**config.mk**
```make
export PLATFORM = sky130hd
export DESIGN_NAME = touch_baseline_capture_fsm
export DESIGN_NICKNAME = d
export VERILOG_FILES = /design/src/hw/rtl/tbc_pkg.sv /design/src/hw/rtl/tbc_step.sv /design/src/hw/rtl/touch_baseline_capture_fsm.sv
export SDC_FILE = /design/constraint.sdc
export NUM_CORES = 1
export LEC_CHECK = 0
export ABC_AREA = 1
export BUFFER_PORTS_ARGS = -buffer_cell sky130_fd_sc_hd__buf_2
export CORE_MARGIN = 3
export CORE_UTILIZATION = 31
export DETAILED_ROUTE_END_ITERATION = 10
export PLACE_DENSITY_LB_ADDON = 0.08
export SETUP_SLACK_MARGIN = 0.02
export SLEW_MARGIN = 10
export SYNTH_ARGS = -nofsm -noshare
export SYNTH_HDL_FRONTEND = slang
export SYNTH_HIERARCHICAL = 1
export SYNTH_SLANG_ARGS = --single-unit
```
**constraint.sdc**
```tcl
create_clock -name clk -period 2.8 [get_ports clk]
set_input_delay 0.28 -clock clk [delete_from_list [all_inputs] [get_ports clk]]
set_output_delay 0.28 -clock clk [all_outputs]
set_load 0.03 [all_outputs]
```
**src/hw/rtl/tbc_pkg.sv**
```systemverilog
`timescale 1ns / 1ps

package tbc_pkg;

	localparam int TIMER_BITS_DEF = 18;

	localparam int CFG_ADDR_BITS = 5;
	localparam int IN_DATA_BITS  = 24;
	localparam int OUT_DATA_BITS = 8;

	localparam logic [7:0] STABLE_MAX = 8'hFF;

	typedef enum logic [4:0] {
		ST_BOOT    = 5'b00000,
		ST_ARMED   = 5'b00001,
		ST_PROT    = 5'b00010,
		ST_RELEASE = 5'b00100,
		ST_CLEAN   = 5'b01000,
		ST_CAPT    = 5'b10000
	} state_t;

	typedef enum logic [2:0] {
		REG_FRAME_INTERVAL = 3'd0,
		REG_BOOT_FRAMES    = 3'd1,
		REG_RESTART_NODES  = 3'd2,
		REG_QUIET_NODES    = 3'd3,
		REG_RELEASE_WINDOW = 3'd4,
		REG_CLEAN_WAIT     = 3'd5
	} reg_idx_t;

	typedef struct packed {
		logic [15:0] frame_period_ms;
		logic [7:0]  bootstrap_frames;
		logic [15:0] activity_restart_nodes;
		logic [15:0] quiet_nodes;
		logic [15:0] release_window_ms;
		logic [15:0] clean_wait_ms;
	} cfg_t;

	localparam cfg_t CFG_RESET = '{
		frame_period_ms:        16'd16,
		bootstrap_frames:       8'd5,
		activity_restart_nodes: 16'd30,
		quiet_nodes:            16'd1,
		release_window_ms:      16'd333,
		clean_wait_ms:          16'd100
	};

	typedef struct packed {
		logic        hard_reset;
		logic        screen_on_frame;
		logic        guard_active;
		logic [15:0] busy_nodes;
	} frame_t;

endpackage

```
**src/hw/rtl/tbc_step.sv**
```systemverilog
`timescale 1ns / 1ps

module tbc_step
	import tbc_pkg::*;
#(
	parameter int TIMER_BITS = TIMER_BITS_DEF
) (
	input  cfg_t                  cfg,
	input  frame_t                frame,
	input  state_t                state,
	input  logic [7:0]            stable_count,
	input  logic [TIMER_BITS-1:0] elapsed_ms,
	input  logic                  ready_flag,
	input  logic                  captured_flag,
	output state_t                state_nxt,
	output logic [7:0]            stable_count_nxt,
	output logic [TIMER_BITS-1:0] elapsed_ms_nxt,
	output logic                  ready_flag_nxt,
	output logic                  captured_flag_nxt,
	output logic                  capture_pulse
);

	logic [15:0]           step_ms;
	logic [TIMER_BITS:0]   timer_sum;
	logic [TIMER_BITS-1:0] timer_adv;
	logic                  over_release;
	logic                  over_clean;
	logic                  busy_frame;
	logic                  quiet_frame;

	assign step_ms = (cfg.frame_period_ms == 16'd0) ? 16'd1 : cfg.frame_period_ms;
	assign timer_sum = {1'b0, elapsed_ms} + (TIMER_BITS + 1)'(step_ms);
	assign timer_adv = timer_sum[TIMER_BITS] ? '1 : timer_sum[TIMER_BITS-1:0];
	assign over_release = elapsed_ms > TIMER_BITS'(cfg.release_window_ms);
	assign over_clean = elapsed_ms > TIMER_BITS'(cfg.clean_wait_ms);
	assign busy_frame = frame.busy_nodes > cfg.activity_restart_nodes;
	assign quiet_frame = frame.busy_nodes <= cfg.quiet_nodes;

	always_comb begin
		state_nxt = state;
		stable_count_nxt = stable_count;
		elapsed_ms_nxt = elapsed_ms;
		ready_flag_nxt = ready_flag;
		captured_flag_nxt = captured_flag;
		capture_pulse = 1'b0;
		if (frame.hard_reset || frame.screen_on_frame) begin
			state_nxt = ST_BOOT;
			stable_count_nxt = 8'd0;
			elapsed_ms_nxt = '0;
			ready_flag_nxt = 1'b0;
			captured_flag_nxt = 1'b0;
		end else begin
			unique case (state)
				ST_BOOT: begin
					if (stable_count > cfg.bootstrap_frames) begin
						state_nxt = ST_ARMED;
						elapsed_ms_nxt = '0;
						stable_count_nxt = 8'd0;
					end else if (stable_count != STABLE_MAX) begin
						stable_count_nxt = stable_count + 8'd1;
					end
				end
				ST_ARMED: begin
					if (frame.guard_active) begin
						state_nxt = ST_PROT;
						elapsed_ms_nxt = '0;
					end
				end
				ST_PROT: begin
					if (!frame.guard_active) begin
						state_nxt = ST_RELEASE;
						elapsed_ms_nxt = '0;
					end
				end
				ST_RELEASE: begin
					if (frame.guard_active) begin
						state_nxt = ST_PROT;
						elapsed_ms_nxt = '0;
					end else if (busy_frame || over_release) begin
						ready_flag_nxt = 1'b1;
						state_nxt = ST_ARMED;
						elapsed_ms_nxt = '0;
					end else if (quiet_frame) begin
						state_nxt = ST_CLEAN;
						elapsed_ms_nxt = '0;
					end else begin
						elapsed_ms_nxt = timer_adv;
					end
				end
				ST_CLEAN: begin
					if (frame.guard_active) begin
						state_nxt = ST_PROT;
						elapsed_ms_nxt = '0;
					end else if (over_clean) begin
						ready_flag_nxt = 1'b0;
						state_nxt = ST_CAPT;
						captured_flag_nxt = 1'b1;
						capture_pulse = 1'b1;
					end else if (quiet_frame) begin
						elapsed_ms_nxt = timer_adv;
					end else begin
						ready_flag_nxt = 1'b1;
						state_nxt = ST_ARMED;
						elapsed_ms_nxt = '0;
					end
				end
				default: begin
					state_nxt = state;
				end
			endcase
		end
	end

endmodule

```
**src/hw/rtl/touch_baseline_capture_fsm.sv**
```systemverilog
`timescale 1ns / 1ps

// Baseline-capture state machine for a touch controller, stepped once per frame.
// Each slave-side stream transaction carries one frame summary; each master-side
// transaction returns the machine state, the ready and captured flags and the
// capture pulse after that frame's update.
// A frame is registered in the input register on acceptance, and its result is
// registered in the result register when the frame advances, which it does
// only while the result register is empty or being drained.
// The state update is a single compare-and-add step, so one frame is accepted
// every cycle while the output side keeps up.
// When the receiver stalls, the result register holds its transaction and the
// input register holds one more frame; s_axis_tready then falls until the
// output register is drained.
// The APB port sets the six timing and threshold registers; the user is to write
// them only while no frame is in flight, which the block itself does not enforce.
// Reset clears the pipeline, returns the machine to bootstrap with all counters
// and flags cleared, and loads the registers with their default values.

module touch_baseline_capture_fsm
	import tbc_pkg::*;
#(
	parameter int TIMER_BITS = TIMER_BITS_DEF
) (
	input  logic                     clk,
	input  logic                     arst_n,

	input  logic                     s_axis_tvalid,
	output logic                     s_axis_tready,
	// hard_reset, screen_on_frame, guard_active, busy_nodes[15:0], zero pad
	input  logic [IN_DATA_BITS-1:0]  s_axis_tdata,

	output logic                     m_axis_tvalid,
	input  logic                     m_axis_tready,
	// machine_state[4:0], normal_ready, clean_captured, capture_pulse
	output logic [OUT_DATA_BITS-1:0] m_axis_tdata,

	input  logic                     psel,
	input  logic                     penable,
	input  logic                     pwrite,
	input  logic [CFG_ADDR_BITS-1:0] paddr,
	input  logic [31:0]              pwdata,
	output logic [31:0]              prdata,
	output logic                     pready
);

	cfg_t                  cfg_q;
	reg_idx_t              reg_idx;
	logic                  cfg_wr;

	logic                  valid_s1;
	frame_t                frame_s1;
	logic                  valid_s2;
	logic [OUT_DATA_BITS-1:0] result_s2;
	logic                  advance;

	state_t                state_q;
	logic [7:0]            stable_count_q;
	logic [TIMER_BITS-1:0] elapsed_ms_q;
	logic                  ready_flag_q;
	logic                  captured_flag_q;

	state_t                state_nxt;
	logic [7:0]            stable_count_nxt;
	logic [TIMER_BITS-1:0] elapsed_ms_nxt;
	logic                  ready_flag_nxt;
	logic                  captured_flag_nxt;
	logic                  capture_pulse;

	assign pready = 1'b1;
	assign reg_idx = reg_idx_t'(paddr[CFG_ADDR_BITS-1:2]);
	assign cfg_wr = psel && penable && pwrite && pready;

	always_ff @(posedge clk or negedge arst_n) begin
		if (!arst_n) begin
			cfg_q <= CFG_RESET;
		end else if (cfg_wr) begin
			unique case (reg_idx)
				REG_FRAME_INTERVAL: cfg_q.frame_period_ms <= pwdata[15:0];
				REG_BOOT_FRAMES:    cfg_q.bootstrap_frames <= pwdata[7:0];
				REG_RESTART_NODES:  cfg_q.activity_restart_nodes <= pwdata[15:0];
				REG_QUIET_NODES:    cfg_q.quiet_nodes <= pwdata[15:0];
				REG_RELEASE_WINDOW: cfg_q.release_window_ms <= pwdata[15:0];
				REG_CLEAN_WAIT:     cfg_q.clean_wait_ms <= pwdata[15:0];
				default: cfg_q <= cfg_q;
			endcase
		end
	end

	always_comb begin
		unique case (reg_idx)
			REG_FRAME_INTERVAL: prdata = {16'd0, cfg_q.frame_period_ms};
			REG_BOOT_FRAMES:    prdata = {24'd0, cfg_q.bootstrap_frames};
			REG_RESTART_NODES:  prdata = {16'd0, cfg_q.activity_restart_nodes};
			REG_QUIET_NODES:    prdata = {16'd0, cfg_q.quiet_nodes};
			REG_RELEASE_WINDOW: prdata = {16'd0, cfg_q.release_window_ms};
			REG_CLEAN_WAIT:     prdata = {16'd0, cfg_q.clean_wait_ms};
			default:            prdata = 32'd0;
		endcase
	end

	assign advance = valid_s1 && (!valid_s2 || m_axis_tready);
	assign s_axis_tready = !valid_s1 || advance;

	always_ff @(posedge clk or negedge arst_n) begin
		if (!arst_n) begin
			valid_s1 <= 1'b0;
		end else if (s_axis_tready) begin
			valid_s1 <= s_axis_tvalid;
		end
	end

	always_ff @(posedge clk) begin
		if (s_axis_tvalid && s_axis_tready) begin
			frame_s1 <= '{
				hard_reset:      s_axis_tdata[0],
				screen_on_frame: s_axis_tdata[1],
				guard_active:    s_axis_tdata[2],
				busy_nodes:      s_axis_tdata[18:3]
			};
		end
	end

	tbc_step #(
		.TIMER_BITS(TIMER_BITS)
	) u_step (
		.cfg               (cfg_q),
		.frame             (frame_s1),
		.state             (state_q),
		.stable_count      (stable_count_q),
		.elapsed_ms        (elapsed_ms_q),
		.ready_flag        (ready_flag_q),
		.captured_flag     (captured_flag_q),
		.state_nxt         (state_nxt),
		.stable_count_nxt  (stable_count_nxt),
		.elapsed_ms_nxt    (elapsed_ms_nxt),
		.ready_flag_nxt    (ready_flag_nxt),
		.captured_flag_nxt (captured_flag_nxt),
		.capture_pulse     (capture_pulse)
	);

	always_ff @(posedge clk or negedge arst_n) begin
		if (!arst_n) begin
			state_q <= ST_BOOT;
			stable_count_q <= 8'd0;
			elapsed_ms_q <= '0;
			ready_flag_q <= 1'b0;
			captured_flag_q <= 1'b0;
		end else if (advance) begin
			state_q <= state_nxt;
			stable_count_q <= stable_count_nxt;
			elapsed_ms_q <= elapsed_ms_nxt;
			ready_flag_q <= ready_flag_nxt;
			captured_flag_q <= captured_flag_nxt;
		end
	end

	always_ff @(posedge clk or negedge arst_n) begin
		if (!arst_n) begin
			valid_s2 <= 1'b0;
		end else if (advance) begin
			valid_s2 <= 1'b1;
		end else if (m_axis_tready) begin
			valid_s2 <= 1'b0;
		end
	end

	always_ff @(posedge clk) begin
		if (advance) begin
			result_s2 <= {capture_pulse, captured_flag_nxt, ready_flag_nxt, state_nxt};
		end
	end

	assign m_axis_tvalid = valid_s2;
	assign m_axis_tdata = result_s2;

endmodule
```
==> results of run 1 <==
==> critical path, stage by stage, from the launching register on <==
cell,delay (ns)
dfrtp_1,0.37
nor4_2,0.06
buf_4,0.14
a41o_1,0.29
ha_4,0.19
fa_2,0.40
nand3_2,0.10
nand3_2,0.09
nand2_2,0.09
nand2_4,0.06
xor2_1,0.14
or2_1,0.23
nand3_2,0.07
nor2_1,0.04
nor2_1,0.09
nor2_1,0.04
nand2_1,0.06
nand2_1,0.05
==> final timing paths <==
| check | startpoint | to | slack [ns] | cells past startpoint |
|---|---|---|---|---|
| hold reg to reg | cfg_q[24] | cfg_q[24] | 0.49 | 2 |
| setup / recovery | cfg_q[86] | elapsed_ms_q[8] | 0.17 | 17 |
| hold / removal | s_axis_tvalid | valid_s1 | 0.08 | 3 |
| max in group asynchronous | arst_n | cfg_q[32] | 1.65 | 3 |
| setup reg to reg | cfg_q[86] | elapsed_ms_q[8] | 0.17 | 17 |
| min in group asynchronous | arst_n | elapsed_ms_q[14] | 0.38 | 2 |
==> area by class of cell <==
| type | instances | area [sq um] | share of cell area (%) |
|---|---|---|---|
| timing repair buffer | 145 | 1006 | 7.542 |
| clock buffer | 22 | 516.7 | 3.874 |
| inverter | 205 | 779.5 | 5.844 |
| sequential | 150 | 3909 | 29.31 |
| clock inverter | 10 | 105.1 | 0.7880 |
| multi-input combinational | 1174 | 6445 | 48.32 |
| tap | 461 | 576.8 | 4.325 |
==> per-layer routing <==
metal | vias up | track usage (%) | wire (microns)
met1 | 4931 | 25.39 | 17230
met5 | - | 0 | 0
met2 | 196 | 31.63 | 16860
met3 | 32 | 2.930 | 1191
met4 | 0 | 5.102 | 593
li1 | 5370 | - | -
==> cell usage in the layout, fill, tap and decap left out, types with 5 or more instances in the layout <==
master and count:
a21o_1 5, a21oi_1 65, a21oi_2 5, buf_2 69
buf_4 50, clkbuf_16 19, conb_1 17, dfrtp_1 107
dfstp_2 16, dlygate4sd3_1 20, edfxtp_1 27, ha_1 88
inv_1 187, inv_2 13, nand2_1 449, nand2_2 13
nand2_4 8, nand3_1 117, nand3_2 27, nand4_1 42
nor2_1 123, nor2_2 8, nor3_1 7, o21ai_0 125
o21ai_1 14, o21bai_1 7, xor2_1 7
==> registers in the layout, indices dropped and copies added (netlist names) <==
signal and flops:
state_q 5, elapsed_ms_q 18, captured_flag_q 1, stable_count_q 8, m_axis_tdata 8, ready_flag_q 1, frame_s1 19, cfg_q 88
valid_s1 1, m_axis_tvalid 1
==> metrics by stage <==
stage | hold slack (ns) | setup WS, ns | power, mW
CTS | 0.04787 | 0.03479 | 7.596
detailed placement | 0.2962 | -0.03671 | 5.048
floorplan | -0.01559 | 0.2623 | 4.313
global route | 0.07342 | -0.06111 | 8.067
global placement | 0.2900 | -0.03347 | 5.028
finish | 0.07926 | 0.1662 | 7.519
==> where the power goes <==
part | total [mW] | internal (mW) | switching (mW) | leakage, nW
Clock | 2.47 | 1.42 | 1.05 | 0.306
Sequential | 2.84 | 2.58 | 0.261 | 1.81
Combinational | 2.21 | 0.765 | 1.45 | 4.73
Total | 7.52 | 4.76 | 2.76 | 6.85
==> logic make-up after synthesis <==
group	after synthesis	synth area share [%]
other	2	0.06543
DFF	150	34.05
adders and majority gates	90	9.876
AOI/OAI and AO/OA	232	10.69
buffers and inverters	298	11.76
and+or+nand+nor	826	32.86
xor gates and xnor gates	9	0.6868
==> what timing repair did <==
| item | 4_1_cts | 5_1_grt |
|---|---|---|
| hold buffers | 20 | 0 |
| resized for setup | 4 | 39 |
| hold endpoints to repair | 65 | 0 |
| setup endpoints to repair | 7 | 21 |
| pin swaps | 0 | 29 |
| gates cloned | 0 | 0 |
| buffers inserted | 0 | 2 |
==> out/results.tsv, run 1 <==
metric	value	unit
status	finished, final reports clean	
fin_skew	0.009533	ns
first_pass_iters	5	
antennaDiodeCount	0	
vias	10530	
grtUsageTotal	18.85	%
ys_seq_area_share	34.05	%
grt_overflow	0	
start_util	31.88	%
tightestPinTransition	0.7428	ns
critPathRequiredTime	3.14	ns
setup_viol	0	
wl_per_cell	16.55	microns
grt_pass1_wl	58.02	mm
end_kind	flop	
fmax	379.7	MHz
synth_area_leader_cell	dfrtp_1	
htreeDepth	4	
place_hpwl	27.34	mm
cp.arrival	2.97	ns
dieHeight	198.4	microns
clock_latency	0.44	ns
drive_gt1_share	16.30	%
vias_per_cell	4.859	
syn_area_per_cell	7.143	sq um
fill_cells	3796	
period_needed	2.634	ns
fin_area	13340	sq um
p_per_area	563.8	nW/um^2
final_util	37.05	%
grt_pass1_vias	10460	
syn_to_final_growth	16.20	%
hold_viol	0	
synth.ff_latch_count	150	
worstSetupPathType	reg2reg	
clock_path_buffers	2	
p_leak	6.846	nW
post-route-drc-count	0	
slew_headroom	50.42	%
placedCellCount	2115	
peakVddDrop	0.4415	mV
grt_max_degree	58	
ys_top_cells_by_count	457 x nand2_1, 187 x inv_1, 129 x nor2_1	
synth.area.top_cells	dfrtp_1 23%, nand2_1 15%, ha_1 9.7%	
numCtsBuffers	17	
finalCritPeriodShare	94.06	%
wl	35.87	mm
nNetsFinal	1851	
port_buffers	70	
ys.flop_type	dfrtp_1	
synth_edf_count	27	
die_w	198.4	microns
rows	69	
critPathLaunchType	flop	
synthCells	1607	
clock_sinks	150	
place_area	12340	sq um
async_flop_share	82.00	%
root_buffer	clkbuf_16	
hold_path.class	in2reg	
cts_tree	yes	
crit_fanout	4	
layout.cells.non_filler	2167	
clk_pin_slew	0.07	ns
first_iter_violations	585	
netlist_area	11480	sq um
maxCapViolCount	0	
yosysMostFrequentCell	nand2_1	
finalMaxSlewViolations	0	
core_area	36000	sq um
die_area	39370	sq um
yosysUniqueCellTypes	51	
num_io_pins	111	
setup_tns	0	ns
antenna_found_initial	0	
final_antenna_net_count	0	
yosysWarningCount	6	
gp_congestion	0.8379	
rsz0062_at_grt	true	
yosysTopAreaCellShare	23.33	%
Note: power is estimated with default switching activity, not from simulation.
==> run 2, diff against run 1 <==
--- a/config.mk
+++ b/config.mk
@@ -5,12 +5,12 @@
 export SDC_FILE = /design/constraint.sdc
 export NUM_CORES = 1
 export LEC_CHECK = 0
-export ABC_AREA = 1
 export BUFFER_PORTS_ARGS = -buffer_cell sky130_fd_sc_hd__buf_2
 export CORE_MARGIN = 3
 export CORE_UTILIZATION = 31
 export DETAILED_ROUTE_END_ITERATION = 10
 export PLACE_DENSITY_LB_ADDON = 0.08
+export REMOVE_ABC_BUFFERS = 1
 export SETUP_SLACK_MARGIN = 0.02
 export SLEW_MARGIN = 10
 export SYNTH_ARGS = -nofsm -noshare
==> run 2 against run 1 <==
Net effect:
- the run now ends with negative setup slack left
- register-to-register slack got worse by 0.70 ns
- non-clock buffer count increased by 90
- combinational power increased by 2%
- clock power increased by 4%
- final area decreased by 4.0%
- global-route usage decreased by 1.2 points
- sequential share of layout area increased by 1.2 points
- first-iteration DRC count decreased by 48%
- synthesized cell count decreased by 42%
- via count decreased by 28%
==> out/results.tsv, run 2 <==
metric	value	unit	change
status	finished with violations		
violations	negative setup slack		
htreeDepth	4		unchanged
antenna_found_initial	0		unchanged
grt_overflow	0		unchanged
largest_reg_flops	88		unchanged
drt-met1-wl	14.19	mm	-18%
rows	64		-7.2%
vias_per_cell	4.901		+0.86%
yosysMostFrequentCell	mux2_2		
first_pass_iters	5		unchanged
synth_area_leader_cell	dfrtp_1		
finalMaxSlewViolations	0		unchanged
min_path_cells	1		-2
wl_per_cell	18.74	microns	+13%
worstHoldEndpoint	frame_s1[18]		
num_io_pins	111		unchanged
rr_startpoint	cfg_q[76]		
yosysWarningCount	6		unchanged
final_util	41.30	%	+4.3 points
synthAdderAreaFrac	11.50	%	+1.6 points
start_util	31.82	%	-0.069 points
crit_start	cfg_q[76]		
core_area	30990	sq um	-14%
worstSetupPathType	reg2reg		
synthSimpleGateAreaFrac	10.09	%	-23 points
seq_area	3910	sq um	about the same
ys.flop_type	dfrtp_1		
worst_slack	-0.5320	ns	-0.6982 ns
root_buffer	clkbuf_16		
place_hpwl	21.94	mm	-20%
synth.area.top_cells	dfrtp_1 27%, mux2_2 14%, ha_1 11%		
peakVddDrop	0.4711	mV	+6.7%
dr_wl_met3	749	microns	-37%
synth.area.mux_share	17.50	%	+17 points
p_leak	6.043	nW	-12%
ys_top_cells_by_count	123 x mux2_2, 107 x dfrtp_1, 89 x ha_1		
synth_xor_area_share	1.244	%	+0.56 points
fill_cells	3067		-19%
rsz0062_at_grt	true		
mostFrequentLayoutCell	buf_4		
p_per_area	592.0	nW/um^2	+5.0%
die_w	184.3	microns	-7.1%
reg2reg_depth	13		-4
yosysUniqueCellTypes	65		+27%
multi_input_area	5677	sq um	-12%
critPathLaunchType	flop		
synth_compound_area_share	12.88	%	+2.2 points
largest_registers	cfg_q: 88 flops, frame_s1: 19 flops, elapsed_ms_q: 18 flops		
reg2reg_to	elapsed_ms_q[15]		
slew_headroom	47.22	%	-3.2 points
setup_viol	26		+26
async_flop_share	82.00	%	unchanged
final_antenna_net_count	0		unchanged
drive_gt1_share	39.50	%	+23 points
vias	7586		-28%
route.met2.wl	13.56	mm	-20%
critPathRequiredTime	3.11	ns	-0.03 ns
clk_pin_slew	0.06	ns	about the same
clock_latency	0.44	ns	about the same
cts_tree	yes		
fmax	300.1	MHz	-21%
synth_top_family_by_area	multiplexers		
dieHeight	184.3	microns	-7.1%
grtUsageTotal	17.68	%	-1.2 points
synth_edf_count	27		unchanged
grt_pass1_wl	45.76	mm	-21%
wl	29.01	mm	-19%
cp.arrival	3.65	ns	+0.68 ns
r2r_setup_slack	-0.53	ns	-0.70 ns
grt_pass1_vias	7842		-25%
grt_max_degree	78		+34%
synth.ff_latch_count	150		unchanged
netlist_area	9859	sq um	-14%
synthCells	934		-42%
whs	0.03705	ns	-0.04221 ns
syn_area_per_cell	10.56	sq um	+48%
numCtsBuffers	17		unchanged
syn_to_final_growth	29.82	%	
yosysTopAreaCellShare	27.16	%	+3.8 points
highest_layer	met4		
antennaDiodeCount	0		unchanged
post-route-drc-count	0		unchanged
port_buffers	70		unchanged
crit_fanout	7		+3
fin_skew	0.01616	ns	+0.006630 ns
maxCapViolCount	0		unchanged
end_kind	flop		
die_area	33980	sq um	-14%
period_needed	3.332	ns	+0.6982 ns
clock_path_buffers	2		unchanged
hp-start	s_axis_tdata[0]		
top_register	cfg_q		
clock_sinks	150		unchanged
hold_path.class	in2reg		
ys_seq_area_share	39.64	%	+5.6 points
nNetsFinal	1297		-30%
hold_viol	0		unchanged
finalCritPeriodShare	119.0	%	+25 points
mostFrequentLayoutCells	133 x buf_4, 116 x mux2_2, 106 x dfrtp_1		
gp_congestion	0.7957		-5.0%
first_iter_violations	305		-48%
tightestPinTransition	0.7888	ns	+0.04598 ns
[run 2: cell type report]
cell class	instances	share of cell area [%]
multi-input combinational	652	44.35
clock inverter	8	1.105
inverter	83	2.434
tap	396	3.871
clock buffer	24	3.939
timing repair buffer	235	13.75
sequential	150	30.55
[run 2: stage by stage]
| stage | instance area, sq um | power, mW | cells | setup WS [ns] | TNS (ns) |
|---|---|---|---|---|---|
| floorplan | 9530 | 3.913 | 885 | -0.6180 | -7.695 |
| global placement | 11460 | 4.845 | 1490 | -0.7032 | -13.73 |
| detailed placement | 11460 | 4.849 | 1490 | -0.7436 | -14.95 |
| CTS | 12590 | 7.614 | 1546 | -0.5152 | -8.205 |
| global route | 12800 | 8.046 | 1548 | -0.6434 | -11.22 |
| finish | 12800 | 7.577 | 1548 | -0.5320 | -8.357 |
[run 2: logic make-up after synthesis]
group / after synthesis
buf+inv: 147
simple gates: 189
other cells: 2
mux: 152
fa+ha+maj: 90
xor+xnor: 14
flops: 150
compound gates: 190
[run 2: routing by layer]
layer	global-route usage [%]	up-vias
met5	0	-
met4	5.352	0
met3	2.724	22
met2	28.20	113
met1	24.80	3652
li1	-	3799
[run 2: worst max-delay path by stage]
| stage | end | slack, ns | cells after the start |
|---|---|---|---|
| 2_1_floorplan | elapsed_ms_q[11] | -0.62 | 13 |
| 3_3_place_gp | elapsed_ms_q[11] | -0.70 | 13 |
| 3_5_place_dp | elapsed_ms_q[15] | -0.74 | 13 |
| 4_1_cts | elapsed_ms_q[12] | -0.52 | 14 |
| 5_1_grt | elapsed_ms_q[11] | -0.64 | 13 |
| 6_report | elapsed_ms_q[15] | -0.53 | 13 |
[run 2: report_power, final]
group,total (mW),switching [mW],internal [mW]
sequential,2.76,0.212,2.55
clock,2.56,0.944,1.62
combinational,2.26,1.17,1.09
[run 2: what timing repair did]
action                                  CTS  global route
gates resized for setup                  44            42
endpoints found under the setup margin   26            29
gates cloned                              2             0
endpoints found under the hold margin    64             0
buffers inserted                          4             3
hold buffers                             19             0
pin swaps                                27            19
[run 2: worst max-delay path, cell delays in order (launching register included)]
cell       delay, ns
dfstp_2         0.54
nor4_2          0.04
a41o_1          0.20
ha_2            0.19
fa_2            0.35
a211oi_2        0.25
o21bai_1        0.14
a31o_1          0.21
a221o_1         0.29
a21o_1          0.20
and2_4          0.19
o31ai_4         0.26
o2bb2ai_1       0.09
mux2_4          0.27
==> run 3, diff against run 2 <==
--- a/config.mk
+++ b/config.mk
@@ -5,6 +5,7 @@
 export SDC_FILE = /design/constraint.sdc
 export NUM_CORES = 1
 export LEC_CHECK = 0
+export ABC_AREA = 1
 export BUFFER_PORTS_ARGS = -buffer_cell sky130_fd_sc_hd__buf_2
 export CORE_MARGIN = 3
 export CORE_UTILIZATION = 31
==> run 3 against run 2 <==
Net effect:
- the flow now finishes without violations
- global-route usage rose by 1.2 points
- utilization is 4.4 points lower
- register-to-register slack improved by 0.72 ns
- via count grew 38%
- first-iteration DRC count increased by 100%
- die area is 16% higher
- sequential power is 3% higher
- non-clock buffer count shrank 87
- final area up 3.7%
- sequential cell count unchanged
- combinational power fell by 2%
- largest cell class unchanged
==> out/results.tsv, run 3 (synthesized netlist as in run 1, its figures left out) <==
metric	value	unit	change
worst_slack	0.1854	ns	+0.7174 ns
rsz0062_at_grt	true		
antenna_found_initial	0		unchanged
clock_sinks	150		unchanged
rr_startpoint	cfg_q[76]		
grt_pass1_wl	58.06	mm	+27%
largest_registers	cfg_q: 88 flops, frame_s1: 19 flops, elapsed_ms_q: 18 flops		
gp_congestion	0.8561		+7.6%
mostFrequentLayoutCell	nand2_1		
fmax	382.5	MHz	+27%
finalCritPeriodShare	93.38	%	-26 points
hold_viol	0		unchanged
p_per_area	556.2	nW/um^2	-6.0%
clk_pin_slew	0.07	ns	about the same
grt_pass1_vias	10280		+31%
fill_cells	3801		+24%
hp-start	s_axis_tvalid		
total_power	7.380	mW	-2.6%
worstHoldEndpoint	valid_s1		
slew_headroom	55.08	%	+7.9 points
clock_path_buffers	2		unchanged
place_area	12350	sq um	+7.7%
crit_fanout	4		-3
fin_skew	0.01681	ns	+0.0006496 ns
status	finished, final reports clean		
grt_overflow	0		unchanged
die_w	198.4	microns	+7.6%
setup_viol	0		-100%
hold_path.class	in2reg		
root_buffer	clkbuf_16		
dieHeight	198.4	microns	+7.6%
num_io_pins	111		unchanged
period_needed	2.615	ns	-0.7174 ns
grt_max_degree	54		-31%
cts_setup_buffers	0		-4
p_leak	6.830	nW	+13%
clock_latency	0.45	ns	about the same
numCtsBuffers	17		unchanged
core_area	36000	sq um	+16%
wl_per_cell	16.73	microns	-11%
cp_num_buf_inv	2		+2
mostFrequentLayoutCells	451 x nand2_1, 187 x inv_1, 128 x nor2_1		
vias_per_cell	4.831		-1.4%
reg2reg_to	elapsed_ms_q[10]		
layout.cells.non_filler	2170		+40%
final_antenna_net_count	0		unchanged
first_pass_iters	5		unchanged
syn_to_final_growth	15.59	%	
first_iter_violations	619		+100%
top_register	cfg_q		
critPathRequiredTime	3.18	ns	+0.07 ns
reg2reg_depth	16		+3
cts_tree	yes		
post-route-drc-count	0		unchanged
r2r_setup_slack	0.19	ns	+0.72 ns
rows	69		+7.8%
worstSetupPathType	reg2reg		
min_path_cells	3		+2
place_hpwl	26.94	mm	+23%
start_util	31.88	%	+0.069 points
cp_slowest_cell	dfstp_2		
finalMaxSlewViolations	0		unchanged
nNetsFinal	1854		+43%
cp.arrival	3.00	ns	-0.65 ns
die_area	39370	sq um	+16%
cpLargestDelayFamily	simple AND/OR/NAND/NOR gates		
critPathLaunchType	flop		
critPathMaxStageDelay	0.58	ns	+0.04 ns
tightestPinTransition	0.6713	ns	-0.1175 ns
vias	10480		+38%
maxCapViolCount	0		unchanged
fin_area	13270	sq um	+3.7%
peakVddDrop	0.4529	mV	-3.9%
antennaDiodeCount	0		unchanged
crit_chain	nor4_1 > a41o_1 > ha_4 > fa_2 > nand3_2 > nand3_4 > buf_6 > xor2_1 > inv_1 > nand2_1 > nand3_2 > nor2_1 > nor2_1 > nor2_1 > nand2_1 > nand2_1		
end_kind	flop		
htreeDepth	4		unchanged
wl	36.31	mm	+25%
dpl_worst_slack	-0.05464	ns	+0.6890 ns
grtUsageTotal	18.92	%	+1.2 points
largest_reg_flops	88		unchanged
placedCellCount	2118		+42%
drive_gt1_share	16.03	%	-23 points
port_buffers	70		unchanged
[run 3: cell count changes in the layout (fill, tap and decap cells not counted), sizes merged, moves of 10 or more]
| cell | before | now |
|---|---|---|
| nand3 | 17 | 147 |
| buf | 214 | 128 |
| inv | 84 | 210 |
| nand2b | 11 | 0 |
| o2bb2ai | 17 | 0 |
| mux2 | 133 | 0 |
| nand4 | 15 | 45 |
| a21oi | 50 | 72 |
| mux2i | 19 | 0 |
| nor2 | 44 | 139 |
| o221ai | 10 | 0 |
| o21ai | 32 | 142 |
| nand2 | 46 | 470 |
| a31oi | 11 | 1 |
[run 3: where the power goes]
part	switching, mW	total [mW]	leakage (nW)	internal, mW
registers	0.255	2.83	1.81	2.57
logic	1.45	2.22	4.74	0.764
clock network	1.10	2.33	0.280	1.24
[run 3: final cells by class]
type | instances | area, sq um | share of cell area [%]
Tap cell | 461 | 576.8 | 4.347
Timing Repair Buffer | 148 | 1008 | 7.601
Sequential cell | 150 | 3909 | 29.46
Inverter | 205 | 782.0 | 5.894
Multi-Input combinational cell | 1174 | 6419 | 48.38
Clock inverter | 13 | 108.9 | 0.8204
Clock buffer | 19 | 464.2 | 3.499
[run 3: worst max-delay path by stage]
stage / endpoint / from / cells past startpoint / slack (ns)
floorplan: cfg_q[60] / pwrite / 3 / -0.19
global route: elapsed_ms_q[3] / cfg_q[86] / 18 / 0.002
global placement: elapsed_ms_q[11] / frame_s1[15] / 14 / 0.01
detailed placement: elapsed_ms_q[6] / cfg_q[47] / 15 / -0.05
CTS: elapsed_ms_q[8] / cfg_q[76] / 16 / 0.04
finish: elapsed_ms_q[10] / cfg_q[76] / 16 / 0.19
[run 3: metrics by stage]
| step | setup TNS (ns) | hold WS [ns] | utilization, % |
|---|---|---|---|
| floorplan | -2.432 | -0.01559 | - |
| global placement | 0 | 0.2633 | 34.30 |
| detailed placement | -0.3747 | 0.2615 | 34.30 |
| CTS | 0 | 0.02109 | 36.48 |
| global route | 0 | 0.03295 | 36.85 |
| finish | 0 | 0.04841 | 36.85 |
[run 3: repair_timing]
action                                  4_1_cts  5_1_grt
hold buffers                                 20        0
hold endpoints to repair                     63        0
pin swaps                                     0       14
resized for setup                             3       30
endpoints found under the setup margin       13       17
[run 3: routing by layer]
metal  GRT usage, %  part of all wire (%)  vias up
li1               -                     -     5364
met1          26.67                    49     4876
met2          30.66                    46      207
met3          2.575                   3.1       36
met4          5.023                   1.5        0
met5              0                     0        -
[run 3: worst reg2reg max path: cells and delay by family, from the launching register on]
family / cells / cell delay [ns]
and+or+nand+nor: 10 / 0.80
adders and majority gates: 2 / 0.58
DFF: 1 / 0.58
AOI/OAI and AO/OA: 1 / 0.23
buffers and inverters: 2 / 0.20
xor gates and xnor gates: 1 / 0.16
